`config.mk`:
```
export PLATFORM = sky130hd
export DESIGN_NAME = power_state_controller_core
export DESIGN_NICKNAME = d
export VERILOG_FILES = /design/src/rtl/psc_pkg.sv /design/src/rtl/power_state_controller_core.sv /design/src/rtl/psc_csr.sv /design/src/rtl/psc_eval.sv
export SDC_FILE = /design/constraint.sdc
export NUM_CORES = 1
export LEC_CHECK = 0
export BUFFER_PORTS_ARGS = -buffer_cell sky130_fd_sc_hd__buf_2
export CORE_MARGIN = 8
export CORE_UTILIZATION = 45
export CTS_CLUSTER_DIAMETER = 200
export CTS_CLUSTER_SIZE = 25
export DETAILED_ROUTE_END_ITERATION = 16
export MAX_ROUTING_LAYER = met4
export SETUP_SLACK_MARGIN = 0.3
export SLEW_MARGIN = 20
export SYNTH_ARGS = -nofsm -noshare
export SYNTH_HDL_FRONTEND = slang
export SYNTH_SLANG_ARGS = --single-unit
export TNS_END_PERCENT = 1
```
`constraint.sdc`:
```
create_clock -name clock -period 13.13 [get_ports clock]
set_clock_uncertainty 0.1 [all_clocks]
set_input_delay 1.9695 -clock clock [delete_from_list [all_inputs] [get_ports clock]]
set_output_delay 1.9695 -clock clock [all_outputs]
set_load 0.01 [all_outputs]
```
`src/rtl/psc_pkg.sv`:
```
// ----------------------------------------------------------------------------
// psc_pkg
// Shared widths, codes, register indexes and types of the power state
// controller.
// ----------------------------------------------------------------------------
package psc_pkg;

   localparam int NOW_W   = 32;
   localparam int DEB_W   = 16;
   localparam int IDLE_W  = 11;
   localparam int MV_W    = 13;
   localparam int LIMIT_W = 27;
   localparam int CODE_W  = 2;

   localparam logic [LIMIT_W-1:0] MS_PER_MIN = 27'd60000;

   // configuration port
   localparam int CSR_IDX_W  = 2;
   localparam int CSR_DATA_W = 16;

   localparam logic [CSR_IDX_W-1:0] CSR_DEBOUNCE    = 2'd0;
   localparam logic [CSR_IDX_W-1:0] CSR_IDLE_MIN    = 2'd1;
   localparam logic [CSR_IDX_W-1:0] CSR_CUTOFF      = 2'd2;
   localparam logic [CSR_IDX_W-1:0] CSR_CHARGE_ONLY = 2'd3;

   localparam logic [DEB_W-1:0]   DEBOUNCE_RST    = 16'd500;
   localparam logic [LIMIT_W-1:0] IDLE_LIMIT_RST  = 27'd600000;
   localparam logic [MV_W-1:0]    CUTOFF_RST      = 13'd3300;
   localparam logic               CHARGE_ONLY_RST = 1'b1;

   // stream widths
   localparam int REQ_TDATA_W = 56;
   localparam int RSP_TDATA_W = 8;

   // operations
   localparam logic OP_BOOT = 1'b0;
   localparam logic OP_POLL = 1'b1;

   // reported power state
   localparam logic [CODE_W-1:0] STATE_RUN     = 2'd0;
   localparam logic [CODE_W-1:0] STATE_CHARGE  = 2'd1;
   localparam logic [CODE_W-1:0] STATE_BATWAIT = 2'd2;
   localparam logic [CODE_W-1:0] STATE_SLEEP   = 2'd3;

   // actions
   localparam logic [CODE_W-1:0] ACT_NONE  = 2'd0;
   localparam logic [CODE_W-1:0] ACT_OFF   = 2'd1;
   localparam logic [CODE_W-1:0] ACT_HOLD  = 2'd2;
   localparam logic [CODE_W-1:0] ACT_RESET = 2'd3;

   // sleep reasons
   localparam logic [CODE_W-1:0] WHY_NONE     = 2'd0;
   localparam logic [CODE_W-1:0] WHY_BOOT_LOW = 2'd1;
   localparam logic [CODE_W-1:0] WHY_CUTOFF   = 2'd2;
   localparam logic [CODE_W-1:0] WHY_IDLE     = 2'd3;

   typedef enum logic [3:0] {
      MODE_RUNNING = 4'b0001,
      MODE_CHARGE  = 4'b0010,
      MODE_BATWAIT = 4'b0100,
      MODE_SLEEP   = 4'b1000
   } mode_type;

   typedef struct packed {
      logic [DEB_W-1:0]   debounce_ms;
      logic [LIMIT_W-1:0] idle_limit_ms;
      logic [MV_W-1:0]    cutoff_mv;
      logic               charge_only_enable;
   } cfg_type;

   typedef struct packed {
      logic             operation;
      logic [NOW_W-1:0] now_ms;
      logic             switch_on;
      logic             usb_present;
      logic             cutoff_requested;
      logic             client_subscribed;
      logic [MV_W-1:0]  battery_mv;
   } item_type;

   typedef struct packed {
      mode_type         mode;
      logic [NOW_W-1:0] switch_off_start;
      logic             switch_off_armed;
      logic [NOW_W-1:0] idle_start;
      logic             idle_armed;
   } state_type;

   typedef struct packed {
      logic [CODE_W-1:0] power_state;
      logic [CODE_W-1:0] action;
      logic [CODE_W-1:0] sleep_reason;
   } result_type;

endpackage

```
`src/rtl/power_state_controller_core.sv`:
```
// ----------------------------------------------------------------------------
// power_state_controller_core
// Four-state power controller: boot evaluation and update polls in, one
// state, action and sleep reason out per beat.
// ----------------------------------------------------------------------------
// Usage:
//   req_* carries one beat per boot evaluation or update poll; req_tuser
//   gives the operation (0 boot, 1 poll), req_tdata the timestamp and the
//   sensed signals. rsp_* returns exactly one beat per request with the
//   power state, action code and sleep reason.
//   csr_* writes the configuration; write only while no beat is in flight.
//   A beat accepted on req_* passes the input register, then the result
//   register, before it is offered on rsp_*. Throughput: one beat per
//   cycle while rsp_* does not stall, set by the single-pass next-state
//   logic between the two registers.
//   Reset (synchronous) empties both registers, restores the configuration
//   defaults and puts the controller in running with both timers disarmed.
//   When rsp_tready is low the result register holds, the input register
//   holds its beat, and req_tready drops once both are full.
// ----------------------------------------------------------------------------
module power_state_controller_core (
   input  logic                                 clock,
   input  logic                                 reset,
   // request stream
   input  logic                                 req_tvalid,
   output logic                                 req_tready,
   // [31:0] now_ms, [32] switch_on, [33] usb_present, [34] cutoff_requested,
   // [35] client_subscribed, [48:36] battery_mv, [55:49] zero
   input  logic [psc_pkg::REQ_TDATA_W-1:0]      req_tdata,
   // [0] operation
   input  logic                                 req_tuser,
   // response stream
   output logic                                 rsp_tvalid,
   input  logic                                 rsp_tready,
   // [1:0] power_state, [3:2] action, [5:4] sleep_reason, [7:6] zero
   output logic [psc_pkg::RSP_TDATA_W-1:0]      rsp_tdata,
   // configuration
   input  logic                                 csr_we,
   input  logic [psc_pkg::CSR_IDX_W-1:0]        csr_index,
   input  logic [psc_pkg::CSR_DATA_W-1:0]       csr_wdata
);

   psc_pkg::cfg_type    cfg;
   psc_pkg::item_type   req_item;
   psc_pkg::item_type   s1_item_ff, s1_item_in;
   logic                s1_valid_ff, s1_valid_in;
   psc_pkg::state_type  state_ff, state_in;
   psc_pkg::state_type  state_nxt;
   psc_pkg::result_type eval_res;
   psc_pkg::result_type out_res_ff, out_res_in;
   logic                out_valid_ff, out_valid_in;
   logic                advance;
   logic                accept;

   psc_csr u_csr (
      .clock     (clock),
      .reset     (reset),
      .csr_we    (csr_we),
      .csr_index (csr_index),
      .csr_wdata (csr_wdata),
      .cfg       (cfg)
   );

   psc_eval u_eval (
      .item (s1_item_ff),
      .cur  (state_ff),
      .cfg  (cfg),
      .nxt  (state_nxt),
      .res  (eval_res)
   );

   always_comb begin
      req_item.operation         = req_tuser;
      req_item.now_ms            = req_tdata[31:0];
      req_item.switch_on         = req_tdata[32];
      req_item.usb_present       = req_tdata[33];
      req_item.cutoff_requested  = req_tdata[34];
      req_item.client_subscribed = req_tdata[35];
      req_item.battery_mv        = req_tdata[48:36];
   end

   assign advance    = s1_valid_ff && (!out_valid_ff || rsp_tready);
   assign req_tready = !s1_valid_ff || advance;
   assign accept     = req_tvalid && req_tready;

   always_comb begin
      s1_item_in   = accept ? req_item : s1_item_ff;
      s1_valid_in  = accept ? 1'b1 : (advance ? 1'b0 : s1_valid_ff);
      out_res_in   = advance ? eval_res : out_res_ff;
      out_valid_in = advance ? 1'b1 : (rsp_tready ? 1'b0 : out_valid_ff);
      state_in     = advance ? state_nxt : state_ff;
   end

   always_ff @(posedge clock) begin
      if (reset) begin
         s1_valid_ff               <= 1'b0;
         out_valid_ff              <= 1'b0;
         state_ff.mode             <= psc_pkg::MODE_RUNNING;
         state_ff.switch_off_start <= '0;
         state_ff.switch_off_armed <= 1'b0;
         state_ff.idle_start       <= '0;
         state_ff.idle_armed       <= 1'b0;
      end else begin
         s1_valid_ff  <= s1_valid_in;
         out_valid_ff <= out_valid_in;
         state_ff     <= state_in;
      end
   end

   always_ff @(posedge clock) begin
      s1_item_ff <= s1_item_in;
      out_res_ff <= out_res_in;
   end

   assign rsp_tvalid = out_valid_ff;
   assign rsp_tdata  = {2'b00, out_res_ff.sleep_reason, out_res_ff.action,
                        out_res_ff.power_state};

   // a sleep reason only comes with a power-off into deep sleep
   assert property (@(posedge clock) disable iff (reset)
      (out_valid_ff && (out_res_ff.sleep_reason != psc_pkg::WHY_NONE)) |->
      ((out_res_ff.power_state == psc_pkg::STATE_SLEEP) &&
       (out_res_ff.action == psc_pkg::ACT_OFF)))
      else $error("sleep reason without power-off into deep sleep");

   // peripherals are held off only on leaving running for wait or charge
   assert property (@(posedge clock) disable iff (reset)
      (out_valid_ff && (out_res_ff.action == psc_pkg::ACT_HOLD)) |->
      ((out_res_ff.power_state == psc_pkg::STATE_BATWAIT) ||
       (out_res_ff.power_state == psc_pkg::STATE_CHARGE)))
      else $error("hold action in unexpected state");

   // a boot beat leaves both timers disarmed
   assert property (@(posedge clock) disable iff (reset)
      (advance && (s1_item_ff.operation == psc_pkg::OP_BOOT)) |=>
      (!state_ff.switch_off_armed && !state_ff.idle_armed))
      else $error("timer armed after boot");

   // a stalled input beat is kept and the controller state does not move
   assert property (@(posedge clock) disable iff (reset)
      (s1_valid_ff && !advance) |=>
      (s1_valid_ff && $stable(s1_item_ff) && $stable(state_ff)))
      else $error("input register lost a stalled beat");

endmodule

```
`src/rtl/psc_csr.sv`:
```
// ----------------------------------------------------------------------------
// psc_csr
// Configuration registers; the idle timeout is held pre-scaled to ms.
// ----------------------------------------------------------------------------
module psc_csr (
   input  logic                                clock,
   input  logic                                reset,
   input  logic                                csr_we,
   input  logic [psc_pkg::CSR_IDX_W-1:0]       csr_index,
   input  logic [psc_pkg::CSR_DATA_W-1:0]      csr_wdata,
   output psc_pkg::cfg_type                    cfg
);

   psc_pkg::cfg_type cfg_ff, cfg_in;

   always_comb begin
      cfg_in = cfg_ff;
      if (csr_we) begin
         case (csr_index)
            psc_pkg::CSR_DEBOUNCE: begin
               cfg_in.debounce_ms = csr_wdata[psc_pkg::DEB_W-1:0];
            end
            psc_pkg::CSR_IDLE_MIN: begin
               cfg_in.idle_limit_ms =
                  psc_pkg::LIMIT_W'(csr_wdata[psc_pkg::IDLE_W-1:0]) * psc_pkg::MS_PER_MIN;
            end
            psc_pkg::CSR_CUTOFF: begin
               cfg_in.cutoff_mv = csr_wdata[psc_pkg::MV_W-1:0];
            end
            psc_pkg::CSR_CHARGE_ONLY: begin
               cfg_in.charge_only_enable = csr_wdata[0];
            end
            default: begin
               cfg_in = cfg_ff;
            end
         endcase
      end
   end

   always_ff @(posedge clock) begin
      if (reset) begin
         cfg_ff.debounce_ms        <= psc_pkg::DEBOUNCE_RST;
         cfg_ff.idle_limit_ms      <= psc_pkg::IDLE_LIMIT_RST;
         cfg_ff.cutoff_mv          <= psc_pkg::CUTOFF_RST;
         cfg_ff.charge_only_enable <= psc_pkg::CHARGE_ONLY_RST;
      end else begin
         cfg_ff <= cfg_in;
      end
   end

   assign cfg = cfg_ff;

endmodule

```
`src/rtl/psc_eval.sv`:
```
// ----------------------------------------------------------------------------
// psc_eval
// Next-state and result logic for one registered item.
// ----------------------------------------------------------------------------
module psc_eval (
   input  psc_pkg::item_type   item,
   input  psc_pkg::state_type  cur,
   input  psc_pkg::cfg_type    cfg,
   output psc_pkg::state_type  nxt,
   output psc_pkg::result_type res
);

   logic [psc_pkg::NOW_W-1:0] sw_base;
   logic [psc_pkg::NOW_W-1:0] sw_elapsed;
   logic [psc_pkg::NOW_W-1:0] idle_base;
   logic [psc_pkg::NOW_W-1:0] idle_elapsed;
   logic                      sw_counts_on;
   logic                      idle_hit;

   // an unarmed timer starts now, so its elapsed time is zero
   assign sw_base      = cur.switch_off_armed ? cur.switch_off_start : item.now_ms;
   assign sw_elapsed   = item.now_ms - sw_base;
   assign sw_counts_on = item.switch_on ||
                         (sw_elapsed < psc_pkg::NOW_W'(cfg.debounce_ms));

   assign idle_base    = cur.idle_armed ? cur.idle_start : item.now_ms;
   assign idle_elapsed = item.now_ms - idle_base;
   assign idle_hit     = idle_elapsed >= psc_pkg::NOW_W'(cfg.idle_limit_ms);

   always_comb begin
      nxt              = cur;
      res.action       = psc_pkg::ACT_NONE;
      res.sleep_reason = psc_pkg::WHY_NONE;

      if (item.operation == psc_pkg::OP_BOOT) begin
         nxt.switch_off_armed = 1'b0;
         nxt.switch_off_start = '0;
         nxt.idle_armed       = 1'b0;
         nxt.idle_start       = '0;
         if (!item.switch_on) begin
            nxt.mode = psc_pkg::MODE_BATWAIT;
         end else if (!item.usb_present && (item.battery_mv < cfg.cutoff_mv)) begin
            nxt.mode         = psc_pkg::MODE_SLEEP;
            res.action       = psc_pkg::ACT_OFF;
            res.sleep_reason = psc_pkg::WHY_BOOT_LOW;
         end else if (item.usb_present && cfg.charge_only_enable) begin
            nxt.mode = psc_pkg::MODE_CHARGE;
         end else begin
            nxt.mode = psc_pkg::MODE_RUNNING;
         end
      end else begin
         case (cur.mode)
            psc_pkg::MODE_RUNNING: begin
               if (item.cutoff_requested && !item.usb_present) begin
                  nxt.mode         = psc_pkg::MODE_SLEEP;
                  res.action       = psc_pkg::ACT_OFF;
                  res.sleep_reason = psc_pkg::WHY_CUTOFF;
               end else begin
                  nxt.switch_off_armed = !item.switch_on;
                  nxt.switch_off_start = item.switch_on ? '0 : sw_base;
                  if (!sw_counts_on) begin
                     nxt.mode   = psc_pkg::MODE_BATWAIT;
                     res.action = psc_pkg::ACT_HOLD;
                  end else if (cfg.charge_only_enable && item.usb_present) begin
                     nxt.mode   = psc_pkg::MODE_CHARGE;
                     res.action = psc_pkg::ACT_HOLD;
                  end else if (item.client_subscribed || item.usb_present) begin
                     nxt.idle_armed = 1'b0;
                     nxt.idle_start = '0;
                  end else begin
                     nxt.idle_armed = 1'b1;
                     nxt.idle_start = idle_base;
                     if (idle_hit) begin
                        nxt.mode         = psc_pkg::MODE_SLEEP;
                        res.action       = psc_pkg::ACT_OFF;
                        res.sleep_reason = psc_pkg::WHY_IDLE;
                     end
                  end
               end
            end
            psc_pkg::MODE_CHARGE: begin
               // switch is only sampled while USB is present
               if (!item.usb_present) begin
                  res.action = psc_pkg::ACT_RESET;
               end else begin
                  nxt.switch_off_armed = !item.switch_on;
                  nxt.switch_off_start = item.switch_on ? '0 : sw_base;
                  if (!sw_counts_on) begin
                     res.action = psc_pkg::ACT_RESET;
                  end
               end
            end
            psc_pkg::MODE_BATWAIT: begin
               if (item.switch_on) begin
                  res.action = psc_pkg::ACT_RESET;
               end
            end
            default: begin
               nxt = cur;
            end
         endcase
      end

      case (nxt.mode)
         psc_pkg::MODE_RUNNING: res.power_state = psc_pkg::STATE_RUN;
         psc_pkg::MODE_CHARGE:  res.power_state = psc_pkg::STATE_CHARGE;
         psc_pkg::MODE_BATWAIT: res.power_state = psc_pkg::STATE_BATWAIT;
         default:               res.power_state = psc_pkg::STATE_SLEEP;
      endcase
   end

endmodule
```
==> summary.txt <==
Yosys
  • Ys flop type: dfxtp_1
  • Ys Warns: 0
  • Top-area cell type share of the netlist area: about 17%
  • Cells after Synth: 1579
  • Asr flop ratio synth: 0%
  • Top cells by area, synth: dfxtp_1, ha_1, edfxtp_1
  • Mapped Avg Cell Area: roughly 9.0 um2
  • Synthesized area: about 0.014 mm2
  • Synth unique cells: 80
  • Post-synth EDFFs: 56
  • Flops & latches, synth: 180
  • Synth area leader: dfxtp_1
  • Sequential share of the synthesized area: between 20% and 30%

Routing
  • Highest Signal Layer: met4
  • Met2 Wirelength: 16870 um
  • Via density: ~5.6
  • Avg WL per Cell: 17.97 um
  • Via count: 11450
  • Drt first pass iters: 6
  • Met3 WL: between 900 and 1000 um
  • Starting DRT DRC Count: roughly 690
  • Post-DRT Antenna Nets: 0
  • DRC: 0
  • Final wirelength: 36500 um
  • Wl on met1: 18010 um

Critical path
  • Critical path arrival: 7660 ps
  • Critical-path maximum fanout: 33
  • CP Data Required Time: approximately 13000 ps
  • Crit path launch type: register
  • Crit Path Category: reg -> reg
  • Endpoint class of the critical path: register
  • Worst Reg-to-Reg Cells: 25

Global routing
  • Largest net degree at the start of global routing: 65
  • First-pass GRT wire length: 59030 um
  • Number of global-route vias before repair: 11240
  • Initial antenna violation count: 0
  • Total Routing Usage GR: 19.87%
  • Global route overflow: 0

Placement
  • Place WS: roughly 5700 ps
  • Routability cong.: roughly 0.93
  • Post-DP HPWL: 27570 um
  • Area of placed instances: 0.01486 mm2
  • Port bufs: 80

Layout
  • Antenna diodes: 0
  • # fillers: about 3000
  • Area Growth Syn to Fin: 8.502%
  • Layout cell share with drive strength beyond 1: 9.147%
  • Nets: 1912
  • Commonest non-fill, non-tap cells in the layout: ha_1, inv_1, nand2_1, dfxtp_1, a21oi_1
  • Cell area after layout: between 0.015 and 0.02 mm2
  • Commonest non-fill, non-tap cell in the layout: ha_1

Die
  • Die Y: 193.7 um
  • DIE AREA: 0.03753 mm2
  • Core Footprint: 0.03131 mm2
  • Die Width: 193.7 um
  • # rows: 65
  • Io pins: 90
  • Starting density of the core: a little under half

Timing
  • Worst Hold Slack: 355.6 ps
  • Slew Limit Fails: 0
  • Fin crit period: 7458 ps
  • Final setup violation count: 0
  • Tcrit/Tclk final: 56.80%
  • Max-slew headroom: 30.09%
  • Final setup TNS: 0 ps
  • Final worst setup slack: about 5700 ps
  • Fmax: around 130 MHz
  • Worst slew pin tran: 1045 ps
  • Fin. Hold Viols: 0
  • RSZ-0062 raised after global routing: false

Clock tree
  • CTS sink count: 180
  • Post-cts hold buffer count: 0
  • H-tree depth: 4
  • Total CTS buffers: 17
  • Clk root buf: clkbuf_16
  • Clk_lat worst skew: 460 ps
  • Clock Tree Buf Depth: 2
  • CTS tree: built
  • CTS resizes: 0
  • Clock transition at path regs: 80 ps
  • Setup bufs post-CTS: 0

Pwr
  • Maximum VDD drop: roughly 0.1 mV
  • PwrDens: 123.5 mW/mm2
  • Logic gate share of total power: around two fifths
  • Net Sw Power: 0.7182 mW
  • Fraction of power spent switching nets: 37.69%
  • Leak: roughly 6.5 nW
  • Sequential Power Share: 32.8%
  • P_int: 1.187 mW
  • Power share of the clock group: 26.8%

Run status
  • Status: finished clean

Job
  • Max cap viols: 0

Worst hold path
  • Tightest Hold Check Type: reg -> reg
  • WHS Path Cells: 2
-- metal layers --
layer	vias up	global-route usage, %
met5	-	-
met3	41	2.569
met1	5442	25.89
li1	5760	-
met2	205	32.04
met4	0	5.701
-- cell usage after synthesis (all sizes together) (28+ instances only) --
master,number
ha,178
inv,149
nand2,144
dfxtp,124
a21oi,119
mux2i,63
edfxtp,56
o21a,49
o21ai,49
xnor2,48
clkbuf,45
a21o,44
nor2,42
fa,38
o22ai,37
and2,35
nor4,35
o211ai,31
buf,28
-- critical path: stages, from the launching register on --
cell	delay, ps
dfxtp_2	600
buf_4	480
nand2_1	90
o21ai_0	140
ha_1	220
inv_1	60
fa_1	400
a21oi_1	200
o2bb2ai_1	150
o211ai_1	380
nand2_1	150
xor2_1	260
ha_1	310
a21oi_1	120
a21boi_0	110
a41oi_1	180
nand4_1	110
or4b_1	520
nor3_1	190
nand4b_1	130
nor4bb_1	400
nor4b_4	650
nor2_2	50
o31a_1	280
o21ai_4	790
o22ai_1	180
-- registers in the layout, indices dropped and copies added (netlist names) --
| name | cells |
|---|---|
| u_csr.cfg | 52 |
| rsp_tvalid | 1 |
| s1_item_ff | 50 |
| rsp_tdata | 6 |
| state_ff | 70 |
| s1_valid_ff | 1 |
-- final timing paths --
path,from,end,slack [ps]
hold / removal,u_csr.cfg[1],u_csr.cfg[1],360
setup reg to reg,state_ff[33],state_ff[3],5670
hold reg to reg,u_csr.cfg[1],u_csr.cfg[1],360
setup / recovery,state_ff[33],state_ff[3],5670
-- metrics by stage --
step / power, mW / cells / util [%]
5_1_grt: 2.048 / 2031 / 49.26
4_1_cts: 1.923 / 2031 / 49.25
6_report: 1.905 / 2031 / 49.26
3_3_place_gp: 1.390 / 1999 / 47.45
2_1_floorplan: 1.230 / 1580 / -
3_5_place_dp: 1.403 / 1999 / 47.45
-- area by class of cell --
class / instances / area, um2 / area share, %
Multi-Input combinational cell: 1176 / 9148 / 59.31
Sequential cell: 180 / 4167 / 27.01
Inverter: 151 / 566.8 / 3.675
Tap cell: 402 / 503.0 / 3.261
Timing Repair Buffer: 90 / 475.5 / 3.083
Clock buffer: 17 / 425.4 / 2.758
Clock inverter: 15 / 138.9 / 0.9005
-- cell families after synthesis --
group,count (synthesis),synth area share [%]
AND/OR/NAND/NOR,397,14.24
buffers and inverters,224,6.478
XOR/XNOR,67,4.128
adder cells (fa/ha/maj),216,21.02
flip-flops,180,29.29
other,1,0.02638
multiplexers,63,4.436
AO/OA/AOI/OAI,431,20.38
-- power groups by stage --
| stage | combinational, mW | sequential (mW) | clock, mW |
|---|---|---|---|
| after floorplan | 0.604 | 0.627 | 0 |
| after global placement | 0.753 | 0.638 | 0 |
| after detailed placement | 0.765 | 0.638 | 0 |
| after CTS | 0.773 | 0.625 | 0.525 |
| after global routing | 0.875 | 0.629 | 0.544 |
| final | 0.770 | 0.625 | 0.510 |
Power figures use the tool's default switching activity.
